==> config.mk <==
export PLATFORM = sky130hd
export DESIGN_NAME = sdrk_fifo
export DESIGN_NICKNAME = d
export VERILOG_FILES = /design/src/hdl/sdrk_pkg.sv /design/src/hdl/sdrk_fifo.sv
export SDC_FILE = /design/constraint.sdc
export NUM_CORES = 1
export LEC_CHECK = 0
export BUFFER_PORTS_ARGS = -buffer_cell sky130_fd_sc_hd__buf_2
export CORE_MARGIN = 10
export CORE_UTILIZATION = 51
export DETAILED_ROUTE_END_ITERATION = 8
export PLACE_DENSITY = 0.75
export SKIP_LAST_GASP = 1
export SYNTH_ARGS = -nofsm -noshare
export SYNTH_HDL_FRONTEND = slang
export SYNTH_SLANG_ARGS = --single-unit
==> constraint.sdc <==
create_clock -name clk_i -period 4.4 [get_ports clk_i]
set_input_delay 0.22 -clock clk_i [delete_from_list [all_inputs] [get_ports clk_i]]
set_output_delay 0.22 -clock clk_i [all_outputs]
set_load 0.02 [all_outputs]
==> src/hdl/sdrk_pkg.sv <==
// Shared types and constants of the symmetric Dirichlet row kernel.
package sdrk_pkg;

  localparam logic [63:0] Max63  = 64'h7FFF_FFFF_FFFF_FFFF;
  localparam logic [63:0] MinMag = 64'h8000_0000_0000_0000;
  localparam logic [63:0] OneQ32 = 64'h0000_0001_0000_0000;
  localparam logic [63:0] UMax   = 64'hFFFF_FFFF_FFFF_FFFF;

  // One closed row as it travels from the front to the back.
  typedef struct packed {
    logic signed [63:0] acc_re;
    logic signed [63:0] acc_im;
    logic [30:0]        weight;
    logic               last_row;
    logic               ovf;
  } row_t;

  typedef enum logic [6:0] {
    S_IDLE = 7'b0000001,
    S_CONV = 7'b0000010,
    S_LOAD = 7'b0000100,
    S_MUL  = 7'b0001000,
    S_MSAT = 7'b0010000,
    S_DIV  = 7'b0100000,
    S_FIN  = 7'b1000000
  } back_state_e;

  typedef enum logic [3:0] {
    ST_P, ST_Q, ST_DIV, ST_INV2, ST_INV3, ST_EN, ST_FW, ST_INRE, ST_INIM,
    ST_WA, ST_SQIM, ST_CB, ST_HBRE, ST_HBIM
  } step_e;

endpackage

==> src/hdl/sdrk_fifo.sv <==
// Short row queue between the front and the back.
module sdrk_fifo #(
  parameter int Depth = 4
) (
  input  logic           clk_i,
  input  logic           rst_ni,
  input  logic           push_i,
  input  sdrk_pkg::row_t data_i,
  input  logic           pop_i,
  output sdrk_pkg::row_t data_o,
  output logic           empty_o,
  output logic           space_ok_o
);

  localparam int PtrW = $clog2(Depth);
  localparam int CntW = $clog2(Depth + 1);

  sdrk_pkg::row_t mem_q [Depth];
  logic [PtrW-1:0] wr_q, rd_q;
  logic [CntW-1:0] cnt_q;

  assign data_o  = mem_q[rd_q];
  assign empty_o = (cnt_q == '0);
  // Room for one more row beyond the one that may sit in the product stage.
  assign space_ok_o = (cnt_q < CntW'(Depth - 1));

  always_ff @(posedge clk_i) begin
    if (push_i) mem_q[wr_q] <= data_i;
  end

  always_ff @(posedge clk_i or negedge rst_ni) begin
    if (!rst_ni) begin
      wr_q  <= '0;
      rd_q  <= '0;
      cnt_q <= '0;
    end else begin
      if (push_i) wr_q <= (wr_q == PtrW'(Depth - 1)) ? '0 : wr_q + 1'b1;
      if (pop_i)  rd_q <= (rd_q == PtrW'(Depth - 1)) ? '0 : rd_q + 1'b1;
      if (push_i && !pop_i)      cnt_q <= cnt_q + 1'b1;
      else if (!push_i && pop_i) cnt_q <= cnt_q - 1'b1;
    end
  end

endmodule

[Word level (Yosys, flattened, before mapping)]
Memories as Yosys holds them, arrays and structs flattened.
Index checks and enable logic that the tools add are counted.
Word-level totals
  register bits: 7
  bits in writable memories: 644
  output and inout bits: 163
  logic and storage cells: 23
  memories kept: 1
Operators by class
  $add $sub $neg: 4
  order comparisons: 1
  equal/unequal tests: 2
  muxes and demuxes: 6
  reductions and logical operators: 6
Memory list
  mem_q: depth 4, width 161, rd ports 1, clocked after memory_dff 0, wr ports 1, line sdrk_fifo.sv:18  | sdrk_pkg::row_t mem_q [Depth];
Operator list (number)
  $mux W3: 2
  $add A2 B1 Y2 const B: 2
  $eq A2 B2 Y1 const B: 2
  $mux W2: 2
  $add A3 B1 Y3 const B: 1
  $logic_not A3 Y1: 1
  $lt A3 B2 Y1 const B: 1
  $sub A3 B1 Y3 const B: 1
  $logic_and A1 B1 Y1: 2
  $logic_not A1 Y1: 2
  $mux W1: 2
  $reduce_bool A2 Y1: 1

[Depth between registers and ports, before layout]
  depth in word-level cells: 4
  mapped depth: 7
  depth with buffers taken out: 7

[Worst setup path after synthesis]
OpenSTA, ideal clock, no wires.
  path type: reg-to-reg
  from: register wr_q[0]
  to: memory mem_q[0][0] (netlist name), enable pin
  library setup time: 0.540 ns
  arrival: 4.300 ns
  required time: 3.860 ns
  slack: -0.439 ns
  cell stages (with the launch flop): 4
  path buffers: 0
  clock period less this slack: 4.839 ns
  path through: dfrtp_1 > inv_1 > ha_1 > and2_1
RTL lines
  from (decl): line sdrk_fifo.sv:19  | logic [PtrW-1:0] wr_q, rd_q;
  from (signal assigned): line sdrk_fifo.sv:37  | if (push_i) wr_q <= (wr_q == PtrW'(Depth - 1)) ? '0 : wr_q + 1'b1;
  to (decl): line sdrk_fifo.sv:18
No word-level cell before the write port.

==> results.yml <==
clock_network:
  cts_setup_buffers: 0
  htree_levels: 2
  clockBufferDepth: 3
  hold_buffers: 165
  cts_tree: "yes"
  cts_resized: 0
  clk_latency_ns: 0.61
  root_buffer: "clkbuf_16"
  cts_buffers: 61
  cts.clk_slew.worst_paths_ns: 0.06
  numClockSinks: 651
final_layout:
  finalNetCount: 1589
  syn2layout_area_growth_pct: 25.1
  postLayoutCellArea_um2: 29500
  drive_gt1_frac: 0.406
setup_path:
  critical_path_class: "reg2out"
  crit_required_ns: 4.18
  cp_max_fo: 43
  rr_endpoint: "mem_q[2][140]"
  worstSetupEndpointType: "primary output"
  rr_worst_depth: 4
  crit_path_start_kind: "flip-flop"
  crit_buf_inv: 2
  cp.arrival_ns: 2.82
  path_cells: "buf_4 > mux4_2 > buf_2"
  max_stage_delay_ns: 1.01
  crit_family: "flip-flops"
  r2r-start: "wr_q[0]"
  r2r_setup_slack_ns: 2.24
  cp_slowest_cell: "dfrtp_4"
placed_design:
  hpwl_mm: 29.3
  dpl_cell_area_um2: 26000
  gp_congestion: 0.745
  io_buffers: 327
sta:
  relSlewSlack: 0.397
  clock.fmax_mhz: 329
  tightest_slew_ns: 0.904
  skew_ns: 0.0132
  slew_violations: 0
  hold_viol: 0
  grt_setup_unrepaired: "no"
  finalSetupTns_ns: 0
  min_period_ns: 3.04
  setup_viol: 0
  timing.final.crit_share: 0.691
routing:
  ant_nets: 0
  wl_per_cell_um: 23.8
  vias: 11289
  wl_mm: 49.4
  drc: 0
  viasPerCell: 5.45
  firstDrtPassIters: 5
  dr.first_iter.drc_count: 998
outcome:
  status: "finished clean"
floorplan:
  dieHeight_um: 235
  start_util: 0.518
  die-area_um2: 55300
  io_pins: 328
  coreArea_um2: 45600
  die_x_um: 235
  rows: 78
synthesis:
  synth_area_leaders: "edfxtp_1 82%, mux4_2 15%, dfrtp_1 0.74%"
  yosysTopAreaCellShare: 0.819
  syn_area_um2: 23600
  yosysSeqAreaShare: 0.827
  yosysWarnings: 0
  syn-num-nets: 1050
  ys_ff_latch: 651
  avgSynthCellArea_um2: 26.9
  yosys.area.top_type: "edfxtp_1"
  ys_types: 20
  synthCells: 878
hold_path:
  hold_path_class: "in2reg"
  whs_path_depth: 2
  min_to: "mem_q[1][47]"
  min-delay-start: "data_i[47]"
pwr:
  finalPower_mw: 19.1
  power_density_nw_per_um2: 647
  max-vdd-ir-drop_uv: 559
  leakage_nw: 10.1
global_route:
  antenna_found_initial: 8
  grt_usage: 0.178
  grt_pass1_vias: 12252
  grt_max_degree: 94
  gr-total-overflow: 0
  grt_pass1_wl_mm: 76.0
job:
  cap_viol_max_count: 0
area by class of cell:
class,count,area [um^2]
antenna,6,15.0
sequential,651,19500
multi-input combinational,187,3850
tap,600,751
inverter,4,15.0
fill,2870,16100
clock buffer,77,1630
clock inverter,33,185
timing repair buffer,512,3550
report_power, final:
part,internal (mW),switching (mW),total [mW]
registers,7.94,0.414,8.36
clock network,2.66,2.12,4.77
logic,2.46,3.52,5.98
metal layers:
layer  global-route usage  wire length (um)
met5                    0                18
met4               0.0487              1090
met3               0.0578              4080
met2                0.290             24800
met1                0.228             19400
state kept, by name, summed over array words and instances (netlist names):
register / flops
mem_q: 644
wr_q: 2
cnt_q: 3
rd_q: 2
synth_stat cells (all sizes together):
cell / n
a21oi: 1
and2: 4
buf: 31
clkbuf: 5
dfrtp: 7
edfxtp: 644
fa: 1
ha: 6
inv: 4
mux2: 3
mux4: 161
nand2: 2
nor2: 3
nor3: 1
o21ai: 2
xnor2: 1
xor2: 2
how the worst max path moves through the flow:
stage | startpoint | endpoint | slack [ns] | cells past startpoint
6_report | rd_q[0] | data_o[70] | 1.36 | 3
5_1_grt | rd_q[0] | data_o[70] | 1.12 | 3
4_1_cts | rd_q[0] | data_o[70] | 1.21 | 3
3_5_place_dp | rd_q[0] | data_o[70] | 1.88 | 3
3_3_place_gp | rd_q[0] | data_o[51] | 1.92 | 3
2_1_floorplan | wr_q[0] | mem_q[2][0] | 1.36 | 3
per-stage QoR:
stage	util	hold slack (ns)	std cells	setup slack [ns]
after floorplan	-	-0.0756	878	1.36
after global placement	0.571	0.0645	1789	1.92
after detailed placement	0.571	0.0714	1789	1.88
after CTS	0.647	0.308	2064	1.21
after global routing	0.648	0.341	2069	1.12
final	0.648	0.357	2070	1.36
logic make-up after synthesis:
group / Yosys count / synth area share
and+or+nand+nor: 10 / 0.00207
muxes: 164 / 0.155
buffers and inverters: 40 / 0.0104
DFF: 651 / 0.827
adders and majority gates: 7 / 0.00403
AOI/OAI and AO/OA: 3 / 0.000636
xor gates and xnor gates: 3 / 0.00111
cell usage in the layout, fill, tap and decap left out, drive strengths merged, types with 4 or more instances in the layout:
cell type / synthesis / routed
edfxtp: 644 / 644
buf: 31 / 347
clkinvlp: 0 / 4
clkbuf: 5 / 77
dfrtp: 7 / 7
and2: 4 / 4
dlygate4sd3: 0 / 165
mux4: 161 / 161
inv: 4 / 6
clkinv: 0 / 26
ha: 6 / 6
diode: 0 / 6
(Power assumes the default switching activity.)
